`config.mk`:
```
export PLATFORM = sky130hd
export DESIGN_NAME = binary_binomial_smoothing_3x3
export DESIGN_NICKNAME = d
export VERILOG_FILES = /design/src/bbs3_pkg.sv /design/src/binary_binomial_smoothing_3x3.sv
export SDC_FILE = /design/constraint.sdc
export NUM_CORES = 2
export LEC_CHECK = 0
export ABC_AREA = 0
export BUFFER_PORTS_ARGS = -buffer_cell sky130_fd_sc_hd__buf_2
export CORE_MARGIN = 2
export CORE_UTILIZATION = 48
export CTS_CLUSTER_DIAMETER = 50
export DETAILED_ROUTE_END_ITERATION = 8
export PLACE_DENSITY = 0.65
export SLEW_MARGIN = 20
export SYNTH_ARGS = -nofsm -noshare
export SYNTH_HDL_FRONTEND = slang
export SYNTH_SLANG_ARGS = --single-unit
```
`constraint.sdc`:
```
create_clock -name clock -period 31.4 [get_ports clock]
set_input_delay 1.57 -clock clock [delete_from_list [all_inputs] [get_ports clock]]
set_output_delay 1.57 -clock clock [all_outputs]
set_load 0.05 [all_outputs]
```
`src/bbs3_pkg.sv`:
```
// Package for the binary 3x3 binomial smoothing filter.
// Holds sizes, register indexes, the stage record and the kernel weight function.
// No dependencies.
`default_nettype none

package bbs3_pkg;

   localparam int MAX_WIDTH  = 1024;
   localparam int MAX_HEIGHT = 1024;

   localparam int DIM_W = 11;
   localparam int THR_W = 5;
   localparam int PIX_W = 8;
   localparam int SUM_W = 5;
   localparam int COL_W = $clog2(MAX_WIDTH);
   localparam int ROW_W = $clog2(MAX_HEIGHT + 2);
   localparam int POS_W = $clog2(MAX_WIDTH * MAX_HEIGHT);
   localparam int IDX_W = 2;

   localparam logic [IDX_W-1:0] REG_FRAME_WIDTH  = 2'd0;
   localparam logic [IDX_W-1:0] REG_FRAME_HEIGHT = 2'd1;
   localparam logic [IDX_W-1:0] REG_ON_THRESHOLD = 2'd2;

   localparam logic [DIM_W-1:0] WIDTH_RESET     = 11'd1024;
   localparam logic [DIM_W-1:0] HEIGHT_RESET    = 11'd1024;
   localparam logic [THR_W-1:0] THRESHOLD_RESET = 5'd8;

   localparam logic [PIX_W-1:0] PIX_ON  = 8'd255;
   localparam logic [PIX_W-1:0] PIX_OFF = 8'd0;

   // word state carried from the counter stage to the line-store stage
   typedef struct packed {
      logic [COL_W-1:0] addr;
      logic             bot;
      logic             has_mid;
      logic             has_top;
      logic             first_col;
      logic             emit;
      logic             last;
   } stage_type;

   // column of 3 bits: bit0 top, bit1 middle, bit2 bottom; weights 1 2 1
   function automatic logic [SUM_W-1:0] side_weight(input logic [2:0] col);
      side_weight = SUM_W'(col[0]) + SUM_W'({col[1], 1'b0}) + SUM_W'(col[2]);
   endfunction

endpackage

`default_nettype wire

```
`src/binary_binomial_smoothing_3x3.sv`:
```
// Binary 3x3 binomial smoothing filter, top level.
// Uses bbs3_pkg. An input word is registered in the line-store stage, its result then
// in the output register; an output row lags the input by one row plus one pixel.
// Throughput: one word per cycle unless a held output stalls, set by the single read
// and write per word on the line store. Reset clears config, counters, window and
// valid flags; the line store is not cleared, the row counter masks it until written.
`default_nettype none

module binary_binomial_smoothing_3x3 (
   input  wire                           clock,
   input  wire                           reset,
   input  wire                           req_tvalid,
   output logic                          req_tready,
   input  wire  [bbs3_pkg::PIX_W-1:0]    req_tdata,   // pixel
   input  wire                           req_tuser,   // kind (1 = flush)
   output logic                          rsp_tvalid,
   input  wire                           rsp_tready,
   output logic [bbs3_pkg::PIX_W-1:0]    rsp_tdata,   // filtered_pixel
   output logic                          rsp_tlast,   // last_of_frame
   input  wire                           csr_we,
   input  wire  [bbs3_pkg::IDX_W-1:0]    csr_index,
   input  wire  [bbs3_pkg::DIM_W-1:0]    csr_wdata
);

   localparam int COL_W = bbs3_pkg::COL_W;
   localparam int ROW_W = bbs3_pkg::ROW_W;
   localparam int POS_W = bbs3_pkg::POS_W;
   localparam int DIM_W = bbs3_pkg::DIM_W;
   localparam int THR_W = bbs3_pkg::THR_W;
   localparam int SUM_W = bbs3_pkg::SUM_W;

   // configuration
   logic [DIM_W-1:0] width_ff, width_in;
   logic [DIM_W-1:0] height_ff, height_in;
   logic [THR_W-1:0] thresh_ff, thresh_in;
   logic             restart;

   // counters
   logic [COL_W-1:0] in_col_ff, in_col_in;
   logic [ROW_W-1:0] in_row_ff, in_row_in;
   logic [POS_W-1:0] out_pos_ff, out_pos_in;

   // line-store stage
   logic                s1_valid_ff, s1_valid_in;
   bbs3_pkg::stage_type s1_ff, s1_in;
   logic                fwd_ff, fwd_in;
   logic [1:0]          fwd_data_ff;
   logic [1:0]          line_rd_ff;
   logic [1:0]          line_mem [bbs3_pkg::MAX_WIDTH];
   logic [8:0]          window_ff, window_in;

   // output register
   logic                       out_valid_ff, out_valid_in;
   logic [bbs3_pkg::PIX_W-1:0] out_pix_ff, out_pix_in;
   logic                       out_last_ff, out_last_in;

   logic             advance, accept, take;
   logic [DIM_W-1:0] eff_w, eff_h;
   logic [2*DIM_W-1:0] area;
   logic             flush, in_frame, emit0, last0, row_end;
   logic             mid, top;
   logic [2:0]       col;
   logic [8:0]       win;
   logic [SUM_W-1:0] sum;
   logic [1:0]       wr_data;

   // ---------------- configuration ----------------
   always_comb begin
      width_in  = width_ff;
      height_in = height_ff;
      thresh_in = thresh_ff;
      restart   = 1'b0;
      if (csr_we) begin
         unique case (csr_index)
            bbs3_pkg::REG_FRAME_WIDTH: begin
               width_in = csr_wdata;
               restart  = 1'b1;
            end
            bbs3_pkg::REG_FRAME_HEIGHT: begin
               height_in = csr_wdata;
               restart   = 1'b1;
            end
            bbs3_pkg::REG_ON_THRESHOLD: begin
               thresh_in = csr_wdata[THR_W-1:0];
            end
            default: begin
            end
         endcase
      end
   end

   always_comb begin
      if (width_ff == '0) begin
         eff_w = DIM_W'(1);
      end else if (32'(width_ff) > bbs3_pkg::MAX_WIDTH) begin
         eff_w = DIM_W'(bbs3_pkg::MAX_WIDTH);
      end else begin
         eff_w = width_ff;
      end
      if (height_ff == '0) begin
         eff_h = DIM_W'(1);
      end else if (32'(height_ff) > bbs3_pkg::MAX_HEIGHT) begin
         eff_h = DIM_W'(bbs3_pkg::MAX_HEIGHT);
      end else begin
         eff_h = height_ff;
      end
      area = (2*DIM_W)'(eff_w) * (2*DIM_W)'(eff_h);
   end

   // ---------------- handshake ----------------
   assign advance    = !(s1_valid_ff && s1_ff.emit && out_valid_ff && !rsp_tready);
   assign req_tready = advance;
   assign accept     = req_tvalid && advance;

   // ---------------- counter stage ----------------
   always_comb begin
      flush    = req_tuser;
      in_frame = 32'(in_row_ff) < 32'(eff_h);
      take     = accept && !(flush && in_frame);
      emit0    = (32'(in_row_ff) >= 2) || ((32'(in_row_ff) == 1) && (in_col_ff != '0));
      last0    = emit0 && ((32'(out_pos_ff) + 32'd1) >= 32'(area));
      row_end  = (32'(in_col_ff) + 32'd1) >= 32'(eff_w);

      s1_in.addr      = in_col_ff;
      s1_in.bot       = in_frame && !flush && (req_tdata != '0);
      s1_in.has_mid   = 32'(in_row_ff) >= 1;
      s1_in.has_top   = 32'(in_row_ff) >= 2;
      s1_in.first_col = in_col_ff == '0;
      s1_in.emit      = emit0;
      s1_in.last      = last0;

      in_col_in  = in_col_ff;
      in_row_in  = in_row_ff;
      out_pos_in = out_pos_ff;
      if (restart) begin
         in_col_in  = '0;
         in_row_in  = '0;
         out_pos_in = '0;
      end else if (take) begin
         if (last0) begin
            in_col_in  = '0;
            in_row_in  = '0;
            out_pos_in = '0;
         end else begin
            if (row_end) begin
               in_col_in = '0;
               in_row_in = ROW_W'(32'(in_row_ff) + 32'd1);
            end else begin
               in_col_in = COL_W'(32'(in_col_ff) + 32'd1);
            end
            if (emit0) begin
               out_pos_in = POS_W'(32'(out_pos_ff) + 32'd1);
            end
         end
      end

      s1_valid_in = advance ? take : s1_valid_ff;
      fwd_in      = s1_valid_ff && (s1_ff.addr == in_col_ff);
   end

   // ---------------- line-store stage ----------------
   always_comb begin
      mid = s1_ff.has_mid && (fwd_ff ? fwd_data_ff[0] : line_rd_ff[0]);
      top = s1_ff.has_top && (fwd_ff ? fwd_data_ff[1] : line_rd_ff[1]);
      col = {s1_ff.bot, mid, top};
      wr_data = {mid, s1_ff.bot};   // bit1 upper row, bit0 middle row

      if (s1_ff.first_col) begin
         win       = {3'b000, window_ff[8:3]};
         window_in = {col, 6'b000000};
      end else begin
         win       = {col, window_ff[8:3]};
         window_in = win;
      end
      if (restart) begin
         window_in = '0;
      end else if (!(advance && s1_valid_ff)) begin
         window_in = window_ff;
      end

      sum = bbs3_pkg::side_weight(win[2:0])
          + SUM_W'({bbs3_pkg::side_weight(win[5:3]), 1'b0})
          + bbs3_pkg::side_weight(win[8:6]);

      out_valid_in = out_valid_ff && !rsp_tready;
      out_pix_in   = out_pix_ff;
      out_last_in  = out_last_ff;
      if (advance && s1_valid_ff && s1_ff.emit) begin
         out_valid_in = 1'b1;
         out_pix_in   = (sum >= thresh_ff) ? bbs3_pkg::PIX_ON : bbs3_pkg::PIX_OFF;
         out_last_in  = s1_ff.last;
      end
   end

   always_ff @(posedge clock) begin
      if (advance && s1_valid_ff) begin
         line_mem[s1_ff.addr] <= wr_data;
      end
      if (advance) begin
         line_rd_ff  <= line_mem[in_col_ff];
         s1_ff       <= s1_in;
         fwd_ff      <= fwd_in;
         fwd_data_ff <= wr_data;
      end
      out_pix_ff  <= out_pix_in;
      out_last_ff <= out_last_in;
   end

   always_ff @(posedge clock) begin
      if (reset) begin
         width_ff     <= bbs3_pkg::WIDTH_RESET;
         height_ff    <= bbs3_pkg::HEIGHT_RESET;
         thresh_ff    <= bbs3_pkg::THRESHOLD_RESET;
         in_col_ff    <= '0;
         in_row_ff    <= '0;
         out_pos_ff   <= '0;
         s1_valid_ff  <= 1'b0;
         window_ff    <= '0;
         out_valid_ff <= 1'b0;
      end else begin
         width_ff     <= width_in;
         height_ff    <= height_in;
         thresh_ff    <= thresh_in;
         in_col_ff    <= in_col_in;
         in_row_ff    <= in_row_in;
         out_pos_ff   <= out_pos_in;
         s1_valid_ff  <= s1_valid_in;
         window_ff    <= window_in;
         out_valid_ff <= out_valid_in;
      end
   end

   assign rsp_tvalid = out_valid_ff;
   assign rsp_tdata  = out_pix_ff;
   assign rsp_tlast  = out_last_ff;

endmodule

`default_nettype wire
```
Yosys cells after proc, flatten, opt, wreduce, memory -nomap -nowiden
Memories as Yosys holds them, arrays and structs flattened. A register that Yosys moved wholly into a read port is not among the register bits.
Cells that the tools add are included.

cells by class
  $add $sub $neg = 11
  $mul = 1
  $lt $le $gt $ge = 8
  equality and inequality tests = 4
  muxes and demuxes = 20
  reduce and logical (&&, ||, !) cells = 37

operators by type and width
  kind                                                                count
  2-to-1 mux 11 bit                                                   6
  2-to-1 mux 20 bit                                                   2
  greater-or-equal comparator 32 x 11 -> 1 bit                        1
  greater-or-equal comparator 32 x 22 -> 1 bit                        1
  greater-than comparator 11 bit, second input constant               2
  zero test 11 bit                                                    2
  multiplier 11 x 11 -> 22 bit                                        1
  adder 20 x 1 -> 21 bit, second input constant                       1
  2-to-1 mux 10 bit                                                   2
  logical AND 1 bit                                                   16
  adder 3 x 1 -> 4 bit                                                3
  adder 10 x 1 -> 11 bit, second input constant                       1
  adder 11 x 1 -> 11 bit, second input constant                       1
  == test 11 x 1 -> 1 bit, second input constant                      1
  greater-or-equal comparator 11 x 1 -> 1 bit, second input constant  1
  greater-or-equal comparator 11 x 2 -> 1 bit, second input constant  1
  < comparator 11 bit                                                 1
  == test 10 bit                                                      1
  zero test 10 bit                                                    1
  AND reduction 2 bit                                                 5
  nonzero test 10 bit                                                 1
  adder 1 x 2 -> 3 bit                                                3
  2-to-1 mux 9 bit                                                    1
  2-to-1 mux 8 bit                                                    1
  13 further kinds                                                    25

word-level totals
  flip-flop bits (word level) = 107
  memory bits (writable) = 2048
  input port bits = 27
  output and inout bits = 11
  logic and storage cells = 102
  memories kept = 1

memories
  memory    words  width  rd ports  clocked after Yosys merged registers in  wr ports  line                                 text
  line_mem  1024   2      1         1                                        1         binary_binomial_smoothing_3x3.sv:49  logic [1:0] line_mem [bbs3_pkg::MAX_WIDTH];

Logic depth before layout (Yosys ltp)
  depth after elaboration = 9
  mapped depth = 37

Least setup slack after synthesis
Ideal clock, no wire load.

  path kind = register to register
  start = reg fwd_ff
  end = reg fwd_data_ff[1], data pin
  library setup time = 5.260 ns
  arrival = 25.536 ns
  setup slack = 0.605 ns
  stages on the path, launching flop included = 3
  path buffers = 0
  cells stage by stage = edfxtp_1 > mux2i_1 > nor2b_1

between the ends
  cells in the longest elaborated chain, start to end = 2

ends and longest elaborated chain
  item                    line                                  text
  from (decl)             binary_binomial_smoothing_3x3.sv:46   logic fwd_ff, fwd_in;
  from (signal assigned)  binary_binomial_smoothing_3x3.sv:202  fwd_ff <= fwd_in;
  2-to-1 mux 1 bit        binary_binomial_smoothing_3x3.sv:163  mid = s1_ff.has_mid && (fwd_ff ? fwd_data_ff[0] : line_rd_ff[0]);
  logical AND 1 bit       binary_binomial_smoothing_3x3.sv:163
  named net col[1]        binary_binomial_smoothing_3x3.sv:62   logic [2:0] col;
  to (signal assigned)    binary_binomial_smoothing_3x3.sv:203  fwd_data_ff <= wr_data;
  to (decl)               binary_binomial_smoothing_3x3.sv:47   logic [1:0] fwd_data_ff;

The timed path passes the listed nets, and every way through them passes these cells.
A chain may end at the register's enable or synchronous reset.

Worst setup path after layout
  start = reg height_ff[4]
  end = reg in_col_ff[0]

between the ends
  cells in the longest elaborated chain, start to end = 7
  elaborated cells on any way between the ends = 12

ends and longest elaborated chain
  item                                                                                      line                                                                        text
  from (decl)                                                                               binary_binomial_smoothing_3x3.sv:34                                         logic [DIM_W-1:0] height_ff, height_in;
  from (signal assigned)                                                                    binary_binomial_smoothing_3x3.sv:212                                        height_ff <= bbs3_pkg::HEIGHT_RESET;
  from (signal assigned)                                                                    binary_binomial_smoothing_3x3.sv:222                                        height_ff <= height_in;
  greater-than comparator 11 bit                                                            binary_binomial_smoothing_3x3.sv:102                                        end else if (32'(height_ff) > bbs3_pkg::MAX_HEIGHT) begin
  2-to-1 mux 11 bit                                                                         binary_binomial_smoothing_3x3.sv:102
  2-to-1 mux 11 bit *                                                                       binary_binomial_smoothing_3x3.sv:100                                        if (height_ff == '0) begin
  multiplier 11 x 11 -> 22 bit / < comparator 11 bit (equally long branches)                binary_binomial_smoothing_3x3.sv:107, binary_binomial_smoothing_3x3.sv:118
  greater-or-equal comparator 32 x 22 -> 1 bit / logical AND 1 bit (equally long branches)  binary_binomial_smoothing_3x3.sv:121, binary_binomial_smoothing_3x3.sv:119
  logical AND 1 bit / zero test 1 bit (equally long branches)                               binary_binomial_smoothing_3x3.sv:121, binary_binomial_smoothing_3x3.sv:119
  2-to-1 mux 10 bit / logical AND 1 bit (equally long branches)                             binary_binomial_smoothing_3x3.sv:140, binary_binomial_smoothing_3x3.sv:119
  to (signal assigned)                                                                      binary_binomial_smoothing_3x3.sv:224                                        in_col_ff <= in_col_in;
  to (decl)                                                                                 binary_binomial_smoothing_3x3.sv:39                                         logic [COL_W-1:0] in_col_ff, in_col_in;

Every way passes the cells marked *; elsewhere a longest branch is shown, timed or not.

==> report_table.html <==
<table>
<tr><th>Metric</th><th>Value</th></tr>
<tr><th colspan="2">Status</th></tr>
<tr><td>Outcome</td><td>complete, no violations</td></tr>
<tr><th colspan="2">Detailed routing</th></tr>
<tr><td>Drt wl/cell</td><td>30.8 um</td></tr>
<tr><td>Post-route antenna net violation count</td><td>0</td></tr>
<tr><td>DRT iter0 DRCs</td><td>8135</td></tr>
<tr><td>Drt drc</td><td>0</td></tr>
<tr><td>Final Routed Wirelength</td><td>263000 um</td></tr>
<tr><td>Initial DRT Pass Iterations</td><td>6</td></tr>
<tr><td>Total number of vias</td><td>53908</td></tr>
<tr><td>Vias per std cell</td><td>6.30</td></tr>
<tr><th colspan="2">Setup path</th></tr>
<tr><td>Cell with the biggest individual delay on the critical path</td><td>sky130_fd_sc_hd__a31oi_1</td></tr>
<tr><td>Most Frequent Cell on Critical Path</td><td>sky130_fd_sc_hd__fa_1</td></tr>
<tr><td>Endpoint type of the worst setup path</td><td>register</td></tr>
<tr><td>WP data required</td><td>32.19 ns</td></tr>
<tr><td>Reg2reg path depth</td><td>32</td></tr>
<tr><td>Worst path arrival time</td><td>9.16 ns</td></tr>
<tr><td>Largest stage delay, worst path</td><td>0.75 ns</td></tr>
<tr><td>Max Fanout on Critical Path</td><td>11</td></tr>
<tr><td>Classification of the worst setup path</td><td>register to register</td></tr>
<tr><td>Kind of start point of the critical path</td><td>register</td></tr>
<tr><th colspan="2">Pwr</th></tr>
<tr><td>Part of the total power dissipated in the clock network</td><td>0.431</td></tr>
<tr><td>Switching power summed over all nets</td><td>1.24 mW</td></tr>
<tr><td>Static power due to leakage</td><td>32.2 nW</td></tr>
<tr><td>Overall power</td><td>5.87 mW</td></tr>
<tr><td>Power Dens Cells</td><td>57.0 nW/um^2</td></tr>
<tr><td>Combinational fraction of design power</td><td>0.032</td></tr>
<tr><td>Peak supply drop</td><td>0.0677 mV</td></tr>
<tr><td>Register share of total power</td><td>0.537</td></tr>
<tr><td>Internal Power</td><td>4.62 mW</td></tr>
<tr><td>Fraction of power spent switching nets</td><td>0.212</td></tr>
<tr><th colspan="2">Die</th></tr>
<tr><td>Top-level I/O count</td><td>38</td></tr>
<tr><td>Die Span Y</td><td>445 um</td></tr>
<tr><td>Initial Util</td><td>0.484</td></tr>
<tr><td>Num rows</td><td>161</td></tr>
<tr><td>Die outline area</td><td>198000 sq um</td></tr>
<tr><td>Die span in x</td><td>445 um</td></tr>
<tr><td>Core box area</td><td>193000 sq um</td></tr>
<tr><th colspan="2">GRT</th></tr>
<tr><td>Number of global-route vias before repair</td><td>53430</td></tr>
<tr><td>Initial antenna violation count</td><td>11</td></tr>
<tr><td>GRT Resource Usage Total</td><td>0.266</td></tr>
<tr><td>Largest net degree at the start of global routing</td><td>231</td></tr>
<tr><td>First-pass GRT wire length</td><td>379000 um</td></tr>
<tr><td>GRT overflow</td><td>0</td></tr>
<tr><th colspan="2">STA</th></tr>
<tr><td>Worst slew margin</td><td>0.152</td></tr>
<tr><td>F_max</td><td>119 MHz</td></tr>
<tr><td>Time the worst path needs with I/O delays and setup</td><td>8.38 ns</td></tr>
<tr><td>Fin Setup TNS</td><td>0 ns</td></tr>
<tr><td>Clock Skews</td><td>0.0430 ns</td></tr>
<tr><td>Final max-slew violation count</td><td>0</td></tr>
<tr><td>RSZ-0062 raised after global routing</td><td>false</td></tr>
<tr><td>Setup violators final</td><td>0</td></tr>
<tr><td>Hold Violations, Final</td><td>0</td></tr>
<tr><td>Final Cycle Share</td><td>0.267</td></tr>
<tr><td>Worst setup slack after layout</td><td>23.02 ns</td></tr>
<tr><td>Pin slew with the least headroom to its limit</td><td>1.27 ns</td></tr>
<tr><th colspan="2">Yosys</th></tr>
<tr><td>Number of synthesized flops with an enable pin</td><td>2071</td></tr>
<tr><td>Cell count after synthesis</td><td>5905</td></tr>
<tr><td>Count of synthesis-stage warnings from yosys</td><td>0</td></tr>
<tr><td>Combined area of all synthesized cells</td><td>93300 sq um</td></tr>
<tr><td>Dominant register cell in the synthesized netlist</td><td>sky130_fd_sc_hd__edfxtp_1</td></tr>
<tr><td>Post-Syn Nets</td><td>6133</td></tr>
<tr><td>Post-synthesis sequential area ratio</td><td>0.683</td></tr>
<tr><td>Proportion of register bits with asynchronous set or reset after synthesis</td><td>0</td></tr>
<tr><td>Count of unique library cells instantiated by Yosys</td><td>77</td></tr>
<tr><td>Mapped Avg Cell Area</td><td>15.8 sq um</td></tr>
<tr><td>Count of state elements after synthesis</td><td>2147</td></tr>
<tr><th colspan="2">Layout</th></tr>
<tr><td>Final nets</td><td>6076</td></tr>
<tr><td>Proportion of layout cells with a drive suffix above 1</td><td>0.179</td></tr>
<tr><td>Most frequent standard cell in the layout excluding fill and tap cells</td><td>sky130_fd_sc_hd__edfxtp_1</td></tr>
<tr><td>Highest-count cells in the layout ignoring fill and taps</td><td>sky130_fd_sc_hd__edfxtp_1 (2071), sky130_fd_sc_hd__nor2_1 (1195), sky130_fd_sc_hd__mux4_2 (499), sky130_fd_sc_hd__nand2_1 (223), sky130_fd_sc_hd__clkbuf_16 (221)</td></tr>
<tr><td>Area growth from synthesis to layout</td><td>10.2%</td></tr>
<tr><th colspan="2">Clocking</th></tr>
<tr><td>Clock sink count</td><td>2147</td></tr>
<tr><td>CTS tree</td><td>yes</td></tr>
<tr><td>Root buffer selected by CTS</td><td>sky130_fd_sc_hd__clkbuf_16</td></tr>
<tr><td>Setup fix buffers added after clock tree synthesis</td><td>0</td></tr>
<tr><td>Total of cells resized after clock tree synthesis</td><td>0</td></tr>
<tr><td>Deepest clock path buffer count</td><td>3</td></tr>
<tr><td>Clock Pin Slew Worst Setup and Hold Paths</td><td>0.06 ns</td></tr>
<tr><td>Depth of the CTS H-tree</td><td>4</td></tr>
<tr><td>Hold buffer count at cts</td><td>0</td></tr>
<tr><td>CTS Buf Count</td><td>217</td></tr>
<tr><td>Skew-Pair Late Insertion Delay</td><td>0.88 ns</td></tr>
<tr><th colspan="2">Run</th></tr>
<tr><td>Max_cap viols</td><td>0</td></tr>
<tr><th colspan="2">Placement</th></tr>
<tr><td>Setup Slack @ Placement</td><td>23.10 ns</td></tr>
<tr><td>Final estimated routing congestion in global placement</td><td>0.865</td></tr>
<tr><td>I/O Buffers</td><td>37</td></tr>
<tr><td>HPWL Detailed</td><td>150000 um</td></tr>
<tr><th colspan="2">Hold path</th></tr>
<tr><td>Cell depth of the worst hold path</td><td>0</td></tr>
<tr><td>Hold WC Path Type</td><td>register to register</td></tr>
</table>
-- worst max-delay path: cells and delay by family, from the launching register on --
kind / cells / cell delay [ns]
buf+inv: 3 / 0.31
fa+ha+maj: 7 / 3.09
xor+xnor: 1 / 0.21
simple gates: 10 / 1.72
flops: 1 / 0.32
compound gates: 11 / 2.64
-- synth_stat cells (44+ instances only) --
library cell	count	area (sq um)
sky130_fd_sc_hd__nand2_1	276	1040
sky130_fd_sc_hd__edfxtp_1	2071	62200
sky130_fd_sc_hd__o21ai_0	69	345
sky130_fd_sc_hd__mux4_2	499	11200
sky130_fd_sc_hd__mux2i_1	112	1120
sky130_fd_sc_hd__ha_1	118	1480
sky130_fd_sc_hd__and3_1	44	275
sky130_fd_sc_hd__a22oi_1	79	593
sky130_fd_sc_hd__fa_1	83	1660
sky130_fd_sc_hd__dfxtp_1	76	1520
sky130_fd_sc_hd__buf_2	51	255
sky130_fd_sc_hd__a21oi_1	101	505
sky130_fd_sc_hd__inv_1	146	548
sky130_fd_sc_hd__nand3_1	95	475
sky130_fd_sc_hd__nor2_1	1204	4520
sky130_fd_sc_hd__clkbuf_1	287	1080
-- registers in the layout, summed over array words and instances (netlist names) --
register and flops:
fwd_data_ff 2, in_col_ff 10, s1_valid_ff 1, window_ff 6, in_row_ff 11, fwd_ff 1, line_rd_ff 2, line_mem 2048
height_ff 11, out_pos_ff 20, rsp_tdata 1, width_ff 11, col 1, thresh_ff 5, rsp_tvalid 1, rsp_tlast 1
s1_ff 15
-- cell families after synthesis --
group | count (synthesis) | synth area share
DFF | 2147 | 0.683
xor gates and xnor gates | 53 | 0.00497
AOI/OAI and AO/OA | 462 | 0.0345
buffers and inverters | 600 | 0.0290
muxes | 621 | 0.134
and+or+nand+nor | 1821 | 0.0811
adders and majority gates | 201 | 0.0336
-- power groups by stage --
stage          clock (mW)  combinational (mW)  sequential, mW
2_1_floorplan           0               0.121            3.28
3_3_place_gp            0               0.185            3.21
3_5_place_dp            0               0.187            3.21
4_1_cts              2.55               0.188            3.15
5_1_grt              2.66               0.202            3.15
6_report             2.53               0.188            3.15
-- per-layer routing --
| metal | global-route usage | wire (um) | up-vias |
|---|---|---|---|
| met4 | 0.0943 | 10200 | 4 |
| li1 | - | - | 22464 |
| met3 | 0.0584 | 30000 | 542 |
| met5 | 0 | 27 | - |
| met1 | 0.370 | 99700 | 27771 |
| met2 | 0.416 | 123000 | 3127 |
-- metrics by stage --
stage	hold slack, ns	cells	utilization	instance area, sq um
after floorplan	0.400	5905	-	93300
after global placement	0.407	8153	0.497	95800
final	0.437	8558	0.534	103000
after CTS	0.430	8550	0.533	103000
after detailed placement	0.415	8153	0.497	95800
after global routing	0.456	8554	0.534	103000
-- path summary, 6_finish.rpt --
check | from | end | slack, ns
setup / recovery | height_ff[4] | in_col_ff[0] | 23.02
hold / removal | s1_ff[0] | rsp_tlast | 0.44
setup reg to reg | height_ff[4] | in_col_ff[0] | 23.02
hold reg to reg | s1_ff[0] | rsp_tlast | 0.44
-- cell type report --
class | instances | area, sq um
Clock inverter | 135 | 1200
Antenna cell | 6 | 15.0
Fill cell | 15106 | 89900
Timing Repair Buffer | 165 | 1300
Clock buffer | 262 | 5680
Sequential cell | 2147 | 63700
Tap cell | 2526 | 3160
Inverter | 159 | 599
Multi-Input combinational cell | 3158 | 27200
Power figures use the tool's default switching activity.
